### src/hw/rtl/b64u_pkg.sv
package b64u_pkg;

  localparam int          LIMIT_W       = 12;
  localparam int          SLOTS         = 4;
  localparam logic [6:0]  PAD_CHAR      = 7'd46;   // '.'
  localparam logic [11:0] MAX_CHARS_RST = 12'd4095;

  // Position of the next byte in its 3-byte group
  typedef enum logic [1:0] {
    PH_A = 2'd0,
    PH_B = 2'd1,
    PH_C = 2'd2
  } phase_t;

  typedef struct packed {
    logic [6:0] chr;
    logic       eor;
    logic       ovf;
  } res_t;

  // Up to four results produced by one input byte
  typedef struct packed {
    res_t [SLOTS-1:0] slot;
    logic [2:0]       n;
  } job_t;

  // URL-safe alphabet: A-Z a-z 0-9 - _
  function automatic logic [6:0] b64u_char(input logic [5:0] v);
    logic [6:0] c;
    case (v) inside
      [6'd0 : 6'd25]:  c = 7'd65 + {1'b0, v};
      [6'd26 : 6'd51]: c = 7'd71 + {1'b0, v};
      [6'd52 : 6'd61]: c = {1'b0, v} - 7'd4;
      6'd62:           c = 7'd45;
      default:         c = 7'd95;
    endcase
    return c;
  endfunction

endpackage

### src/hw/rtl/b64u_in_if.sv
interface b64u_in_if;
  logic       valid;
  logic       ready;
  logic [7:0] data_byte;
  logic       final_byte;

  modport source (output valid, data_byte, final_byte, input ready);
  modport sink   (input valid, data_byte, final_byte, output ready);
endinterface

### src/hw/rtl/b64u_out_if.sv
interface b64u_out_if;
  logic       valid;
  logic       ready;
  logic [6:0] out_char;
  logic       end_of_run;
  logic       overflow;

  modport source (output valid, out_char, end_of_run, overflow, input ready);
  modport sink   (input valid, out_char, end_of_run, overflow, output ready);
endinterface

### src/hw/rtl/b64u_encode.sv
module b64u_encode #(
  parameter int COUNT_BITS = 12
) (
  input  logic                       clk,
  input  logic                       rst_n,
  input  logic                       xfer,
  input  logic [7:0]                 data_byte,
  input  logic                       final_byte,
  input  logic [b64u_pkg::LIMIT_W-1:0] max_chars,
  output b64u_pkg::job_t             job
);
  import b64u_pkg::*;

  localparam int CW = (COUNT_BITS > LIMIT_W) ? COUNT_BITS : LIMIT_W;

  logic [3:0]            carry_r, carry_nxt;
  phase_t                phase_r, phase_nxt;
  logic [COUNT_BITS-1:0] count_r, count_nxt;
  logic                  failed_r, failed_nxt;

  logic [3:0]            carry_upd;
  phase_t                phase_upd;
  logic [SLOTS-1:0][6:0] code;
  logic [2:0]            want, fit, total;
  logic                  ovf;
  logic [CW-1:0]         lim_w, cnt_w, cap_w, room;
  logic [CW:0]           sum;
  logic [COUNT_BITS-1:0] count_upd;

  always_comb begin
    code = {SLOTS{PAD_CHAR}};
    case (phase_r)
      PH_B: begin
        code[0]   = b64u_char({carry_r[1:0], data_byte[7:4]});
        code[1]   = b64u_char({data_byte[3:0], 2'b00});
        want      = final_byte ? 3'd3 : 3'd1;
        carry_upd = data_byte[3:0];
        phase_upd = PH_C;
      end
      PH_C: begin
        code[0]   = b64u_char({carry_r, data_byte[7:6]});
        code[1]   = b64u_char(data_byte[5:0]);
        want      = 3'd2;
        carry_upd = 4'd0;
        phase_upd = PH_A;
      end
      default: begin  // phase 0, and the unused code 3
        code[0]   = b64u_char(data_byte[7:2]);
        code[1]   = b64u_char({data_byte[1:0], 4'b0000});
        want      = final_byte ? 3'd4 : 3'd1;
        carry_upd = {2'b00, data_byte[1:0]};
        phase_upd = PH_B;
      end
    endcase

    // how many characters fit under the limit
    cap_w = CW'({COUNT_BITS{1'b1}});
    lim_w = CW'(max_chars);
    cnt_w = CW'(count_r);
    room  = lim_w - cnt_w;
    if (lim_w > cap_w) begin
      fit = want;               // saturating counter never reaches the limit
    end else if (cnt_w >= lim_w) begin
      fit = 3'd0;
    end else if (room < CW'(want)) begin
      fit = room[2:0];
    end else begin
      fit = want;
    end
    ovf   = (fit != want);
    total = failed_r ? 3'd0 : (ovf ? fit + 3'd1 : want);

    for (int i = 0; i < SLOTS; i++) begin
      job.slot[i].ovf = ovf && (3'(i) == fit);
      job.slot[i].chr = job.slot[i].ovf ? 7'd0 : code[i];
      job.slot[i].eor = (3'(i) == total - 3'd1);
    end
    job.n = total;

    sum = {1'b0, cnt_w} + (CW+1)'(fit);
    if (sum > {1'b0, cap_w}) begin
      count_upd = '1;
    end else begin
      count_upd = sum[COUNT_BITS-1:0];
    end

    carry_nxt  = carry_r;
    phase_nxt  = phase_r;
    count_nxt  = count_r;
    failed_nxt = failed_r;
    if (xfer) begin
      if (final_byte) begin
        carry_nxt  = 4'd0;
        phase_nxt  = PH_A;
        count_nxt  = '0;
        failed_nxt = 1'b0;
      end else if (!failed_r) begin
        carry_nxt  = carry_upd;
        phase_nxt  = phase_upd;
        count_nxt  = count_upd;
        failed_nxt = ovf;
      end
    end
  end

  always_ff @(posedge clk) begin
    if (!rst_n) begin
      carry_r  <= 4'd0;
      phase_r  <= PH_A;
      count_r  <= '0;
      failed_r <= 1'b0;
    end else begin
      carry_r  <= carry_nxt;
      phase_r  <= phase_nxt;
      count_r  <= count_nxt;
      failed_r <= failed_nxt;
    end
  end

  a_final_clears: assert property (@(posedge clk) disable iff (!rst_n)
    xfer && final_byte |=> carry_r == 4'd0 && phase_r == PH_A && count_r == '0 && !failed_r)
    else $error("message end did not clear encoder state");

  a_failed_silent: assert property (@(posedge clk) disable iff (!rst_n)
    failed_r |-> job.n == 3'd0)
    else $error("results produced while discarding a failed message");

  a_job_size: assert property (@(posedge clk) disable iff (!rst_n)
    job.n <= 3'(SLOTS))
    else $error("job holds more than four results");

endmodule

### src/hw/rtl/b64u_serializer.sv
module b64u_serializer (
  input  logic           clk,
  input  logic           rst_n,
  input  logic           load,
  input  b64u_pkg::job_t job,
  output logic           can_load,
  b64u_out_if.source     out_ch
);
  import b64u_pkg::*;

  res_t [SLOTS-1:0] slot_r, slot_nxt;
  logic [2:0]       rem_r, rem_nxt;
  logic             out_xfer;

  assign out_xfer = out_ch.valid && out_ch.ready;
  // free now, or the last result leaves this cycle
  assign can_load = (rem_r == 3'd0) || (rem_r == 3'd1 && out_ch.ready);

  always_comb begin
    slot_nxt = slot_r;
    rem_nxt  = rem_r;
    if (load) begin
      slot_nxt = job.slot;
      rem_nxt  = job.n;
    end else if (out_xfer) begin
      slot_nxt = {res_t'('0), slot_r[SLOTS-1:1]};
      rem_nxt  = rem_r - 3'd1;
    end
  end

  always_ff @(posedge clk) begin
    if (!rst_n) begin
      rem_r <= 3'd0;
    end else begin
      rem_r <= rem_nxt;
    end
  end

  always_ff @(posedge clk) begin
    slot_r <= slot_nxt;
  end

  assign out_ch.valid      = (rem_r != 3'd0);
  assign out_ch.out_char   = slot_r[0].chr;
  assign out_ch.end_of_run = slot_r[0].eor;
  assign out_ch.overflow   = slot_r[0].ovf;

  a_rem_range: assert property (@(posedge clk) disable iff (!rst_n)
    rem_r <= 3'(SLOTS))
    else $error("result count out of range");

  a_ovf_ends_run: assert property (@(posedge clk) disable iff (!rst_n)
    out_ch.valid && out_ch.overflow |-> out_ch.end_of_run && out_ch.out_char == 7'd0)
    else $error("overflow result is not the last of its run");

  a_last_then_empty: assert property (@(posedge clk) disable iff (!rst_n)
    out_xfer && out_ch.end_of_run && !load |=> rem_r == 3'd0)
    else $error("results left after end of run");

endmodule

### src/hw/rtl/base64url_stream_encoder.sv
// Channel   Dir  Handshake     Payload
// in_ch     in   valid/ready   data_byte[7:0], final_byte
// out_ch    out  valid/ready   out_char[6:0], end_of_run, overflow
// cfg_*     in   cfg_we        cfg_wdata[11:0] -> max_chars
//
// The result buffer sends one result per cycle while out_ch is ready. An input
// byte yields 1 or 2 results (2 for the third byte of a group), up to 4 at
// message end; a byte of a failed message yields none.
// Reset (rst_n low, synchronous) clears encoder state and sets max_chars to 4095.
// A stalled out_ch holds the buffer; in_ch is taken again once the last buffered
// result transfers, in the same cycle.
module base64url_stream_encoder #(
  parameter int COUNT_BITS = 12
) (
  input  logic                         clk,
  input  logic                         rst_n,
  b64u_in_if.sink                      in_ch,
  b64u_out_if.source                   out_ch,
  input  logic                         cfg_we,
  input  logic [b64u_pkg::LIMIT_W-1:0] cfg_wdata
);
  import b64u_pkg::*;

  logic [LIMIT_W-1:0] max_chars_r;
  logic               in_xfer;
  logic               can_load;
  job_t               job;

  // limit register; the user must write it only between messages' traffic, the block does not enforce it
  always_ff @(posedge clk) begin
    if (!rst_n) begin
      max_chars_r <= MAX_CHARS_RST;
    end else if (cfg_we) begin
      max_chars_r <= cfg_wdata;
    end
  end

  assign in_ch.ready = can_load;
  assign in_xfer     = in_ch.valid && in_ch.ready;

  // state update and character selection for the byte in transfer
  b64u_encode #(
    .COUNT_BITS (COUNT_BITS)
  ) u_encode (
    .clk        (clk),
    .rst_n      (rst_n),
    .xfer       (in_xfer),
    .data_byte  (in_ch.data_byte),
    .final_byte (in_ch.final_byte),
    .max_chars  (max_chars_r),
    .job        (job)
  );

  // result buffer; bytes of a failed message load nothing
  b64u_serializer u_serializer (
    .clk      (clk),
    .rst_n    (rst_n),
    .load     (in_xfer && (job.n != 3'd0)),
    .job      (job),
    .can_load (can_load),
    .out_ch   (out_ch)
  );

  a_accept_only_when_drained: assert property (@(posedge clk) disable iff (!rst_n)
    in_xfer |-> !out_ch.valid || (out_ch.ready && out_ch.end_of_run))
    else $error("input taken while buffered results remain");

  a_cfg_holds: assert property (@(posedge clk) disable iff (!rst_n)
    !$past(cfg_we) |-> $stable(max_chars_r))
    else $error("limit changed without a write");

  a_cfg_takes: assert property (@(posedge clk) disable iff (!rst_n)
    cfg_we |=> max_chars_r == $past(cfg_wdata))
    else $error("limit write lost");

endmodule

### src/flat_wrapper.sv
// flat-port wrapper written by rule: the top's interface ports become plain ports
module base64url_stream_encoder_flat import b64u_pkg::*;
#(
  parameter int COUNT_BITS = 12
)
  (clk, rst_n, cfg_we, cfg_wdata, in_ch_valid, in_ch_data_byte, in_ch_final_byte, in_ch_ready, out_ch_valid, out_ch_out_char, out_ch_end_of_run, out_ch_overflow, out_ch_ready);
  b64u_in_if in_ch_i ();
  b64u_out_if out_ch_i ();
  input  logic clk;
  input  logic rst_n;
  input  logic cfg_we;
  input  logic [b64u_pkg::LIMIT_W-1:0] cfg_wdata;
  input wire logic [$bits(in_ch_i.valid)-1:0] in_ch_valid;
  input wire logic [$bits(in_ch_i.data_byte)-1:0] in_ch_data_byte;
  input wire logic [$bits(in_ch_i.final_byte)-1:0] in_ch_final_byte;
  output wire logic [$bits(in_ch_i.ready)-1:0] in_ch_ready;
  output wire logic [$bits(out_ch_i.valid)-1:0] out_ch_valid;
  output wire logic [$bits(out_ch_i.out_char)-1:0] out_ch_out_char;
  output wire logic [$bits(out_ch_i.end_of_run)-1:0] out_ch_end_of_run;
  output wire logic [$bits(out_ch_i.overflow)-1:0] out_ch_overflow;
  input wire logic [$bits(out_ch_i.ready)-1:0] out_ch_ready;
  assign in_ch_i.valid = in_ch_valid;
  assign in_ch_i.data_byte = in_ch_data_byte;
  assign in_ch_i.final_byte = in_ch_final_byte;
  assign in_ch_ready = in_ch_i.ready;
  assign out_ch_valid = out_ch_i.valid;
  assign out_ch_out_char = out_ch_i.out_char;
  assign out_ch_end_of_run = out_ch_i.end_of_run;
  assign out_ch_overflow = out_ch_i.overflow;
  assign out_ch_i.ready = out_ch_ready;
  base64url_stream_encoder #(.COUNT_BITS(COUNT_BITS)) u_core (.clk(clk), .rst_n(rst_n), .in_ch(in_ch_i), .out_ch(out_ch_i), .cfg_we(cfg_we), .cfg_wdata(cfg_wdata));
endmodule
### config.mk
export PLATFORM = sky130hd
export DESIGN_NAME = base64url_stream_encoder_flat
export DESIGN_NICKNAME = d
export VERILOG_FILES = /design/src/hw/rtl/b64u_pkg.sv /design/src/hw/rtl/b64u_in_if.sv /design/src/hw/rtl/b64u_out_if.sv /design/src/hw/rtl/b64u_encode.sv /design/src/hw/rtl/b64u_serializer.sv /design/src/hw/rtl/base64url_stream_encoder.sv /design/src/flat_wrapper.sv
export SDC_FILE = /design/constraint.sdc
export NUM_CORES = 1
export LEC_CHECK = 0
export BUFFER_PORTS_ARGS = -buffer_cell sky130_fd_sc_hd__buf_2
export CORE_ASPECT_RATIO = 0.5
export CORE_MARGIN = 10
export CORE_UTILIZATION = 40
export CTS_CLUSTER_DIAMETER = 30
export DETAILED_ROUTE_END_ITERATION = 16
export GPL_ROUTABILITY_DRIVEN = 0
export PLACE_DENSITY = 0.58
export SYNTH_ARGS = -nofsm -noshare
export SYNTH_HDL_FRONTEND = slang
export SYNTH_SLANG_ARGS = --single-unit
### constraint.sdc
create_clock -name clk -period 6.75 [get_ports clk]
set_input_delay 0.3375 -clock clk [delete_from_list [all_inputs] [get_ports clk]]
set_output_delay 0.3375 -clock clk [all_outputs]
set_load 0.02 [all_outputs]
==> summary.txt, run 1 <==
Clock tree
  • # clock sinks: 58
  • CTS Hold Bufs: 0
  • Deepest level of the CTS H-tree: 3
  • TritonCTS clock tree: yes
  • Longest Clk Path Bufs: 2
  • CTS Buf Count: 9
  • Clk Latency, worst-skew pair: between 300 and 400 ps
  • Post CTS Setup Buffer Count: 0
  • Worst-path clk slew: 50 ps
  • CTS resizes: 0
  • Clk root buf: clkbuf_16

STA
  • Hold Vio Cnt, Final: 0
  • Hold slack: about 210 ps
  • Setup repair after global routing missed its margin: false
  • Max-slew violations: 0
  • Worst Slack Setup Final: about 1400 ps
  • Worst-Margin Slew: 987 ps
  • Skew final: about 6.3 ps
  • Setup_tns: 0 ps
  • Tmin final: approximately 5300 ps
  • Max-slew headroom: 0.342
  • Fmax: ~0.19 GHz
  • Setup Viol. Count Final: 0
  • Final period utilization: 0.791

Worst setup path
  • Worst r2r dst: u_core.u_serializer.out_ch.out_char[4]
  • Startpoint types: register
  • CP Cell Sequence: inv_1 -> ha_1 -> a21oi_1 -> nor2_1 -> inv_1 -> ha_1 -> inv_1 -> a31oi_1 -> o21ai_0 -> o21ai_0 -> nor4_4 -> nand2_2 -> nand2_1 -> o21ai_0 -> and2_1 -> ha_1 -> ha_1 -> inv_1 -> o211ai_1 -> ha_1 -> or2_2 -> a2111oi_0 -> nor3_2
  • Critical-path top delay cell: ha_1
  • Critical path's top delay family: simple AND/OR/NAND/NOR gates
  • Max stage delay on crit path: between 500 and 600 ps
  • R2R Setup Slk: ~1400 ps
  • Crit path from: u_core.u_encode.phase_r[0]
  • Worst-case reg-to-reg path depth: 23
  • Top cell by count, worst path: ha_1
  • Crit path capture: u_core.u_serializer.out_ch.out_char[4]
  • RR Startpoint: u_core.u_encode.phase_r[0]
  • Worst Path Arrival: ~5400 ps
  • WS Path Type: reg2reg
  • Bufs and invs on worst path: 4
  • CP required: between 6000 and 7000 ps
  • Crit Path Max Fanout: 28
  • Critical path capture point type: register
  • Stages on the worst setup path: 23

Synth
  • Ys Warns: 0
  • Area leader, netlist: edfxtp_1
  • Share of the synthesized area in the top cell type: 0.123
  • Syn nets: roughly 830
  • Synth async-reset ratio: 0
  • Seq/Total Area, Yosys: 0.240
  • Post-synthesis register bit count: 58
  • Top FF cell, synth: dfxtp_1
  • Synth area leaders: edfxtp_1 (12%), dfxtp_1 (12%), ha_1 (11%)
  • Average size of a mapped cell: between 7 and 8 µm²
  • Post-synth EDFFs: 24
  • Post-synth design cell area: approximately 5800 µm²
  • Synth unique cells: 76
  • Post-synthesis cell count: about 750

Drt
  • Routed WL: 16700 µm
  • Antenna viol nets, final: 0
  • Drt initial violations: 466
  • Vias: about 5600
  • Met2 wire len: roughly 8000 µm
  • WL per Instance: 17.5 µm
  • Met3 Routed Length: 827 µm
  • Via/cell ratio: roughly 5.9
  • WL met1: around 7900 µm
  • DR pass1 iterations: 5
  • Drt drc: 0
  • Highest metal used: met4

Global routing
  • First-pass GRT wire length: 27900 µm
  • Pin count of the biggest net entering global routing: 29
  • Number of global-route vias before repair: 5435
  • Total gr overflow: 0
  • Total GRT Usage: 0.166
  • Antenna violations before repair: 0

Power and ir drop
  • Leak: between 2 and 2.5 nW
  • PwrDens: 263 nW/µm²
  • Peak supply drop: ~130 µV

Worst hold path
  • Worst hold path type: in2reg

Final layout
  • Antenna diodes: 0
  • Final Cell Area: around 6400 µm²
  • Synth-to-layout area growth: 8.85%
  • Share of cells above drive strength 1: 0.101
  • Nets@finish: 835
  • Final core utilization: 0.442

Place
  • PortBufs: 36
  • DPL Wire Length: about 12000 µm
  • Post-placement setup slack: around 1500 ps
  • DP Area: between 6000 and 7000 µm²

Floorplan
  • Die Area: a little over 20000 µm²
  • Area of the core: between 10000 and 15000 µm²
  • Die Ht: between 100 and 150 µm
  • Die extent in x: roughly 190 µm
  • FP Rows: 31
  • I/O pin cnt: 37
  • Initial Utilization: 0.406

Status
  • Status: completed

Run
  • Max Cap Viol: 0
[Yosys cell counts (8+ instances only)]
master    number
ha_1          53
clkbuf_1      35
inv_1         47
nand3_1       25
nor3_1        17
edfxtp_1      24
o21ai_0       52
o21a_1        10
a21o_1        12
mux2i_1       21
and3_1         8
nand4_1        8
o22ai_1        8
xnor2_1       21
a31oi_1       16
nor2b_1       13
a211oi_1      12
a21oi_1       61
nand2_1       81
nor2_1        44
o211ai_1      13
dfxtp_1       34
[layout by cell type (no fill, tap or decap), types with 5 or more instances in the layout]
| master | netlist | final |
|---|---|---|
| nand2_1 | 81 | 81 |
| a21oi_1 | 61 | 61 |
| ha_1 | 53 | 53 |
| o21ai_0 | 52 | 52 |
| inv_1 | 47 | 47 |
| nor2_1 | 44 | 44 |
| buf_2 | 1 | 36 |
| dfxtp_1 | 34 | 34 |
| nand3_1 | 25 | 25 |
| edfxtp_1 | 24 | 24 |
| mux2i_1 | 21 | 21 |
| xnor2_1 | 21 | 21 |
| nor3_1 | 17 | 17 |
| a31oi_1 | 16 | 16 |
| nor2b_1 | 13 | 13 |
| o211ai_1 | 13 | 13 |
| a21o_1 | 12 | 12 |
| a211oi_1 | 12 | 12 |
| o21a_1 | 10 | 10 |
| clkbuf_16 | 0 | 9 |
| and3_1 | 8 | 8 |
| nand4_1 | 8 | 8 |
| o22ai_1 | 8 | 8 |
| nand2b_1 | 7 | 7 |
| a22oi_1 | 7 | 7 |
| or2_2 | 6 | 6 |
| and2_1 | 6 | 6 |
| a32o_1 | 6 | 6 |
| a22o_1 | 5 | 5 |
| a32oi_1 | 5 | 5 |
[cell families (layout without fill, tap and decap cells)]
kind of cell               Yosys count  count (layout)  synth area share
AOI/OAI and AO/OA                  253             253             0.288
xor gates and xnor gates            25              25            0.0375
adders and majority gates           55              55             0.120
buffers and inverters               94             105            0.0665
DFF                                 58              58             0.240
muxes                               25              25            0.0450
and+or+nand+nor                    238             238             0.203
[metal layers]
| metal | global-route usage | up-vias |
|---|---|---|
| met5 | 0 | - |
| met4 | 0.0475 | 0 |
| met3 | 0.0319 | 19 |
| met2 | 0.275 | 146 |
| met1 | 0.214 | 2684 |
| li1 | - | 2771 |
[power by group]
part	switching (W)	internal [W]
clock	0.000166	0.000245
combinational	0.000468	0.000247
sequential	0.0000404	0.000508
[tightest hold or removal path: cells and delay by family]
| family | cells | cell delay [ps] |
|---|---|---|
| mux | 1 | 50 |
| buf+inv | 1 | 70 |
| simple gates | 1 | 50 |
[how the worst min path moves through the flow]
stage,startpoint,cells after the start,end
2_1_floorplan,u_core.max_chars_r[2],2,u_core.max_chars_r[2]
3_3_place_gp,u_core.max_chars_r[8],2,u_core.max_chars_r[8]
3_5_place_dp,u_core.max_chars_r[7],2,u_core.max_chars_r[7]
4_1_cts,cfg_wdata[8],3,u_core.max_chars_r[8]
5_1_grt,cfg_wdata[5],3,u_core.max_chars_r[5]
6_report,cfg_wdata[9],3,u_core.max_chars_r[9]
[registers in the layout (all words and copies together) (netlist names)]
register	count
u_core.u_encode.failed_r	1
u_core.u_serializer.out_ch.end_of_run	1
u_core.max_chars_r	12
u_core.u_serializer.out_ch.overflow	1
u_core.u_encode.carry_r	4
u_core.u_serializer.rem_r	3
u_core.u_serializer.slot_r	15
u_core.u_serializer.out_ch.out_char	7
u_core.u_encode.cnt_w	12
u_core.u_encode.phase_r	2
[area by class of cell]
type / instances / area, µm²
Fill cell: 1423 / 8040
Clock inverter: 6 / 33.8
Multi-Input combinational cell: 596 / 4050
Sequential cell: 58 / 1400
Tap cell: 198 / 248
Clock buffer: 10 / 229
Timing Repair Buffer: 40 / 210
Inverter: 49 / 184
[stage by stage]
step                      std cells  total power, W
after global placement          941         0.00126
after floorplan                 748         0.00109
final                           957         0.00167
after detailed placement        941         0.00126
after CTS                       957         0.00168
after global routing            957         0.00179
Power figures use the tool's default switching activity.
==> inputs of run 2 (changes only) <==
Settings changed: PLACE_DENSITY 0.58 to 0.61.
Clock period 6.75 ns to 4.75 ns, I/O delays scaled along.
==> summary.txt, run 2 (synthesized netlist as in run 1, its figures left out) <==
Status
  • Status: completed (unchanged)

Clock tree
  • Clk root buf: clkbuf_16 (unchanged)
  • Clk Latency, worst-skew pair: 330 ps (about the same)
  • Worst-path clk slew: 60 ps (was 50 ps)
  • CTS Hold Bufs: 0 (unchanged)
  • TritonCTS clock tree: yes (unchanged)
  • CTS Buf Count: 9 (unchanged)
  • Deepest level of the CTS H-tree: 3 (unchanged)
  • # clock sinks: 58 (unchanged)
  • Longest Clk Path Bufs: 2 (unchanged)

Drt
  • DR pass1 iterations: 5 (unchanged)
  • Antenna viol nets, final: 0 (unchanged)
  • Drt initial violations: 389 (was 466)
  • Via/cell ratio: 5.88 (was 5.87)
  • Drt drc: 0 (unchanged)
  • Vias: 5749 (was 5620)
  • WL per Instance: 17.2 µm (was 17.5 µm)
  • Routed WL: 16800 µm (was 16700 µm)

Run
  • Max Cap Viol: 0 (unchanged)

Place
  • PortBufs: 36 (unchanged)
  • DPL Wire Length: 12400 µm (about the same)
  • Placed insts: 961 (was 941)

Floorplan
  • Die extent in x: 191 µm (unchanged)
  • Die Area: 20100 µm² (unchanged)
  • Area of the core: 14400 µm² (unchanged)
  • Initial Utilization: 0.406 (unchanged)
  • I/O pin cnt: 37 (unchanged)
  • FP Rows: 31 (unchanged)
  • Die Ht: 105 µm (unchanged)

Power and ir drop
  • Clock power frac: 0.264 (was 0.245)
  • Peak supply drop: 218 µV (was 129 µV)
  • NetSw: 0.000990 W (was 0.000674 W)
  • Leak: 2.58 nW (was 2.45 nW)
  • Combinational fraction of design power: 0.427 (about the same)
  • Int Power: 0.00151 W (was 0.000999 W)
  • PwrDens: 379 nW/µm² (was 263 nW/µm²)
  • Sw Ratio: 0.395 (was 0.403)
  • Seq pwr share: 0.310 (was 0.327)

STA
  • Setup_tns: 0 ps (unchanged)
  • Fmax: 0.225 GHz (was 0.187 GHz)
  • Max-slew violations: 0 (unchanged)
  • Setup Viol. Count Final: 0 (unchanged)
  • Hold Vio Cnt, Final: 0 (unchanged)
  • Tmin final: 4450 ps (was 5340 ps)
  • Final period utilization: 0.936 (was 0.791)
  • Max-slew headroom: 0.337 (was 0.342)
  • Worst-Margin Slew: 995 ps (was 987 ps)
  • Skew final: 5.06 ps (was 6.25 ps)

Worst hold path
  • Worst hold path type: in2reg (unchanged)

Global routing
  • Total gr overflow: 0 (unchanged)
  • Pin count of the biggest net entering global routing: 27 (was 29)
  • Antenna violations before repair: 0 (unchanged)
  • First-pass GRT wire length: 28000 µm (was 27900 µm)
  • Total GRT Usage: 0.164 (was 0.166)
  • Number of global-route vias before repair: 5538 (was 5435)

Final layout
  • Largest Register: u_core.u_serializer.slot_r (unchanged)
  • Antenna diodes: 0 (unchanged)
  • Max reg flops: 15 (unchanged)
  • Share of cells above drive strength 1: 0.140 (was 0.101)
  • Commonest cells after routing, fill and taps aside: nand2_1 (80), a21oi_1 (59), ha_1 (53) (was nand2_1 (81), a21oi_1 (61), ha_1 (53))
  • Post-Layout Cell Count: 978 (was 957)
  • Nets@finish: 856 (was 835)
  • Commonest non-fill, non-tap cell in the layout: nand2_1 (unchanged)
  • Synth-to-layout area growth: 13.3% (was 8.85%)

Worst setup path
  • Startpoint types: register (unchanged)
  • Top cell by count, worst path: ha_1 (unchanged)
  • CP required: 4940 ps (was 6820 ps)
  • Max stage delay on crit path: 540 ps (was 530 ps)
  • CP Cell Sequence: inv_1 -> ha_1 -> fa_1 -> xnor2_1 -> ha_1 -> or4_4 -> nor4_4 -> nand2_2 -> nand3_1 -> o21ai_0 -> and2_1 -> ha_1 -> ha_1 -> inv_1 -> o211ai_1 -> ha_1 -> or2_4 -> buf_8 -> a31oi_4 -> a32o_1 (was inv_1 -> ha_1 -> a21oi_1 -> nor2_1 -> inv_1 -> ha_1 -> inv_1 -> a31oi_1 -> o21ai_0 -> o21ai_0 -> nor4_4 -> nand2_2 -> nand2_1 -> o21ai_0 -> and2_1 -> ha_1 -> ha_1 -> inv_1 -> o211ai_1 -> ha_1 -> or2_2 -> a2111oi_0 -> nor3_2)
  • Bufs and invs on worst path: 3 (was 4)
  • Crit Path Max Fanout: 17 (was 28)
  • Critical-path top delay cell: or4_4 (was ha_1)
  • Critical path capture point type: register (unchanged)
  • WS Path Type: reg2reg (unchanged)
  • Worst Path Arrival: 4640 ps (was 5410 ps)
  • Critical path's top delay family: adder cells (was simple AND/OR/NAND/NOR gates)
==> run 2: power by group through the flow <==
stage	clock network (W)	logic [W]	registers (W)
floorplan	0	0.000780	0.000777
global placement	0	0.00103	0.000783
detailed placement	0	0.00104	0.000784
CTS	0.000671	0.00105	0.000776
global route	0.000689	0.00119	0.000788
finish	0.000660	0.00107	0.000775
==> run 2: timing repair <==
action	CTS	global route
resized for setup	0	15
endpoints found under the setup margin	0	53
buffers inserted	0	1
==> run 2: final timing paths <==
path	startpoint	to	slack [ps]	cells past startpoint
worst max-delay path	u_core.max_chars_r[0]	u_core.u_serializer.slot_r[12]	300	20
worst min-delay path	cfg_wdata[5]	u_core.max_chars_r[5]	120	3
worst max register to register	u_core.max_chars_r[0]	u_core.u_serializer.slot_r[12]	300	20
worst min register to register	u_core.max_chars_r[10]	u_core.max_chars_r[10]	480	2
==> run 2: worst min-delay path, stage by stage <==
cell and delay (ps):
buf_2 70, mux2i_1 50, nand2_1 60
==> run 2: through the flow <==
stage,setup WS (ps),instance area [µm²],power [W],utilization,hold slack [ps]
3_5_place_dp,41.7,6250,0.00182,0.434,457
2_1_floorplan,64.8,5850,0.00156,-,364
5_1_grt,-2.75,6610,0.00267,0.459,133
4_1_cts,26.8,6550,0.00250,0.455,113
3_3_place_gp,158,6250,0.00181,0.434,450
6_report,305,6610,0.00250,0.459,119
==> run 2: cell type report <==
type | count | area, µm²
Inverter | 49 | 184
Clock inverter | 7 | 78.8
Multi-Input combinational cell | 596 | 4100
Clock buffer | 9 | 225
Fill cell | 1435 | 7780
Timing Repair Buffer | 61 | 375
Sequential cell | 58 | 1400
Tap cell | 198 | 248
==> run 2: layer usage <==
layer  part of all wire  track usage  vias to the layer above
li1                   -            -                     2823
met1               0.49        0.221                     2735
met2               0.45        0.258                      161
met3              0.046       0.0263                       30
met4              0.019       0.0642                        0
met5                  0            0                        -
==> inputs of run 3 (changes only) <==
Settings changed: ABC_AREA from default to 1, PLACE_DENSITY 0.61 to 0.6, TNS_END_PERCENT from default to 30.
==> summary.txt, run 3 <==
Worst hold path
  • Hold Crit Start: cfg_wdata[3] (was cfg_wdata[5])
  • Worst hold path type: in2reg (unchanged)
  • Hold depth: 3 (unchanged)
  • WHS Endpoint: u_core.max_chars_r[3] (was u_core.max_chars_r[5])

Power and ir drop
  • Peak supply drop: 240 µV (was 218 µV)
  • PwrDens: 386 nW/µm² (was 379 nW/µm²)
  • Seq pwr share: 0.299 (was 0.310)
  • Int Power: 0.00156 W (was 0.00151 W)
  • Clock power frac: 0.272 (was 0.264)
  • Sw Ratio: 0.403 (was 0.395)
  • Combinational fraction of design power: 0.429 (was 0.427)
  • Leak: 3.14 nW (was 2.58 nW)
  • NetSw: 0.00105 W (was 0.000990 W)

Worst setup path
  • RR Startpoint: u_core.u_encode.phase_r[0] (was u_core.max_chars_r[0])
  • WS Path Type: reg2reg (unchanged)
  • Worst r2r dst: u_core.u_encode.cnt_w[11] (was u_core.u_serializer.slot_r[12])
  • CP required: 4920 ps (was 4940 ps)
  • Critical path capture point type: register (unchanged)
  • Startpoint types: register (unchanged)
  • R2R Setup Slk: 480 ps (was 300 ps)
  • Worst-case reg-to-reg path depth: 25 (was 20)
  • Worst Path Arrival: 4440 ps (was 4640 ps)
  • Crit Path Max Fanout: 8 (was 17)

Synth
  • Post-synthesis register bit count: 58 (unchanged)
  • Post-synth EDFFs: 24 (unchanged)
  • Post-synth design cell area: 6080 µm² (was 5840 µm²)
  • Average size of a mapped cell: 6.50 µm² (was 7.80 µm²)
  • Share of the synthesized area in the top cell type: 0.139 (was 0.123)
  • Top FF cell, synth: dfxtp_1 (unchanged)
  • Ys Warns: 0 (unchanged)
  • Synth area leaders: nand2_1 (14%), edfxtp_1 (12%), dfxtp_1 (11%) (was edfxtp_1 (12%), dfxtp_1 (12%), ha_1 (11%))
  • Most common cell in the netlist: nand2_1 (unchanged)
  • Syn nets: 1017 (was 829)
  • Synth async-reset ratio: 0 (unchanged)
  • Area leader, netlist: nand2_1 (was edfxtp_1)
  • Seq/Total Area, Yosys: 0.230 (was 0.240)
  • Post-synthesis cell count: 936 (was 748)
  • Synth cell count leaders: nand2_1 (225), inv_1 (129), nand3_1 (81), a21oi_1 (71), nor2_1 (60) (was nand2_1 (81), a21oi_1 (61), ha_1 (53), o21ai_0 (52), inv_1 (47))
  • Synth unique cells: 50 (was 76)

Drt
  • Drt initial violations: 534 (was 389)
  • Drt drc: 0 (unchanged)
  • DR pass1 iterations: 6 (was 5)
  • Antenna viol nets, final: 0 (unchanged)
  • Vias: 6264 (was 5749)
  • WL per Instance: 14.9 µm (was 17.2 µm)
  • Via/cell ratio: 5.38 (was 5.88)
  • Routed WL: 17300 µm (was 16800 µm)

Run
  • Max Cap Viol: 0 (unchanged)

Global routing
  • Antenna violations before repair: 0 (unchanged)
  • Pin count of the biggest net entering global routing: 22 (was 27)
  • Total gr overflow: 0 (unchanged)
  • Number of global-route vias before repair: 5764 (was 5538)
  • First-pass GRT wire length: 29200 µm (was 28000 µm)
  • Total GRT Usage: 0.165 (was 0.164)

Clock tree
  • # clock sinks: 58 (unchanged)
  • CTS Buf Count: 9 (unchanged)
  • Clk Latency, worst-skew pair: 320 ps (was 330 ps)
  • TritonCTS clock tree: yes (unchanged)
  • Longest Clk Path Bufs: 2 (unchanged)
  • CTS resizes: 0 (unchanged)
  • CTS Hold Bufs: 0 (unchanged)
  • Worst-path clk slew: 60 ps (about the same)
  • Clk root buf: clkbuf_16 (unchanged)
  • Post CTS Setup Buffer Count: 0 (unchanged)
  • Deepest level of the CTS H-tree: 3 (unchanged)

Final layout
  • Share of cells above drive strength 1: 0.113 (was 0.140)
  • Synth-to-layout area growth: 11.4% (was 13.3%)
  • Multi-input logic area: 4020 µm² (was 4100 µm²)
  • Commonest cells after routing, fill and taps aside: nand2_1 (224), inv_1 (129), nand3_1 (81) (was nand2_1 (80), a21oi_1 (59), ha_1 (53))
  • Nets@finish: 1042 (was 856)
  • Final core utilization: 0.462 (was 0.459)
  • Max reg flops: 15 (unchanged)
  • Final Cell Area: 6780 µm² (was 6610 µm²)
  • Fill count: 1520 (was 1435)
  • FF/Latch Area: 1400 µm² (about the same)
  • Commonest non-fill, non-tap cell in the layout: nand2_1 (unchanged)
  • Largest Register: u_core.u_serializer.slot_r (unchanged)
  • Antenna diodes: 0 (unchanged)

STA
  • Tmin final: 4270 ps (was 4450 ps)
  • Max-slew headroom: 0.232 (was 0.337)
  • Final period utilization: 0.899 (was 0.936)
  • Setup repair after global routing missed its margin: false
  • Fmax: 0.234 GHz (was 0.225 GHz)
  • Hold slack: 118 ps (was 119 ps)
  • Skew final: 6.32 ps (was 5.06 ps)
  • Max-slew violations: 0 (unchanged)
  • Worst-Margin Slew: 1140 ps (was 995 ps)
  • Setup Viol. Count Final: 0 (unchanged)
  • Hold Vio Cnt, Final: 0 (unchanged)

Place
  • DP Area: 6420 µm² (was 6250 µm²)
  • PortBufs: 36 (unchanged)
  • DPL Wire Length: 13600 µm (was 12400 µm)

Floorplan
  • Die Area: 20800 µm² (was 20100 µm²)
  • Die extent in x: 194 µm (was 191 µm)
  • Initial Utilization: 0.415 (was 0.406)
  • I/O pin cnt: 37 (unchanged)
  • Area of the core: 14700 µm² (was 14400 µm²)
  • FP Rows: 31 (unchanged)
  • Die Ht: 107 µm (was 105 µm)

Status
  • Status: completed (unchanged)
-- run 3: changes by cell type after synthesis, sizes merged, moves of 8 or more --
cell,change
clkbuf,-18
nand2,+157
and3,-8
a21oi,+10
nand4,+8
nor2b,-13
a211oi,-11
mux2i,-21
nand3,+65
a21o,-12
nor2,+23
xor2,+18
xnor2,-17
inv,+89
-- run 3: how the worst max path moves through the flow --
stage                                           from                                    end  slack [ps]  cells past startpoint
after floorplan           u_core.u_encode.phase_r[0]  u_core.u_serializer.out_ch.end_of_run         310                     24
after global placement    u_core.u_encode.phase_r[1]               u_core.u_encode.cnt_w[8]         200                     25
after detailed placement  u_core.u_encode.phase_r[1]               u_core.u_encode.cnt_w[8]          -6                     25
after CTS                 u_core.u_encode.phase_r[0]               u_core.u_encode.cnt_w[8]          10                     24
after global routing      u_core.u_encode.phase_r[0]               u_core.u_encode.cnt_w[8]          20                     24
final                     u_core.u_encode.phase_r[0]              u_core.u_encode.cnt_w[11]         480                     25
-- run 3: final cells by class --
cell class,instances,share of cell area
Multi-Input combinational cell,706,0.593
Inverter,140,0.0776
Clock buffer,9,0.0332
Tap cell,198,0.0366
Timing Repair Buffer,46,0.0377
Sequential cell,58,0.207
Clock inverter,7,0.0150
-- run 3: power by group through the flow --
stage,combinational [W],clock (W),sequential [W]
after CTS,0.00112,0.000722,0.000781
after detailed placement,0.00111,0,0.000791
after global routing,0.00127,0.000740,0.000801
after floorplan,0.000847,0,0.000789
after global placement,0.00110,0,0.000788
final,0.00112,0.000710,0.000780
-- run 3: stage by stage --
step	power [W]	worst slack, ps	setup TNS, ps	instances
floorplan	0.00164	306	0	936
global placement	0.00189	203	0	1148
detailed placement	0.00191	-6.10	-8.72	1148
CTS	0.00262	13.5	0	1164
global route	0.00281	16.7	0	1164
finish	0.00261	478	0	1164
-- run 3: routing by layer --
layer	global-route usage	part of all wire	vias to the layer above
met4	0.0355	0.013	0
met2	0.261	0.44	225
li1	-	-	3169
met1	0.229	0.48	2852
met5	0	0	-
met3	0.0305	0.066	18
-- run 3: cell families (layout without fill, tap and decap cells) --
kind of cell,after synthesis,in the layout,share of synthesized area
adders and majority gates,55,55,0.116
DFF,58,58,0.230
and+or+nand+nor,427,427,0.315
AOI/OAI and AO/OA,197,197,0.186
buffers and inverters,172,202,0.113
muxes,1,1,0.00185
xor gates and xnor gates,26,26,0.0374
-- run 3: worst max-delay path: stages, from the launching register on --
cell and delay, ps:
dfxtp_1 380, ha_1 350, inv_2 140, nor2_1 180, a21oi_2 110, ha_1 280
nand2_1 60, nand2_1 40, nand2_1 50, nand3_1 90, inv_2 60, nand2_1 70
nor2_4 130, nand3_1 100, nand3_1 260, inv_1 90, ha_1 350, nand3_1 120
nand2_1 80, nand2_1 60, nor2_1 170, nand3_1 140, nor3_1 300, nand3_1 160
o31ai_1 230, a21oi_1 100
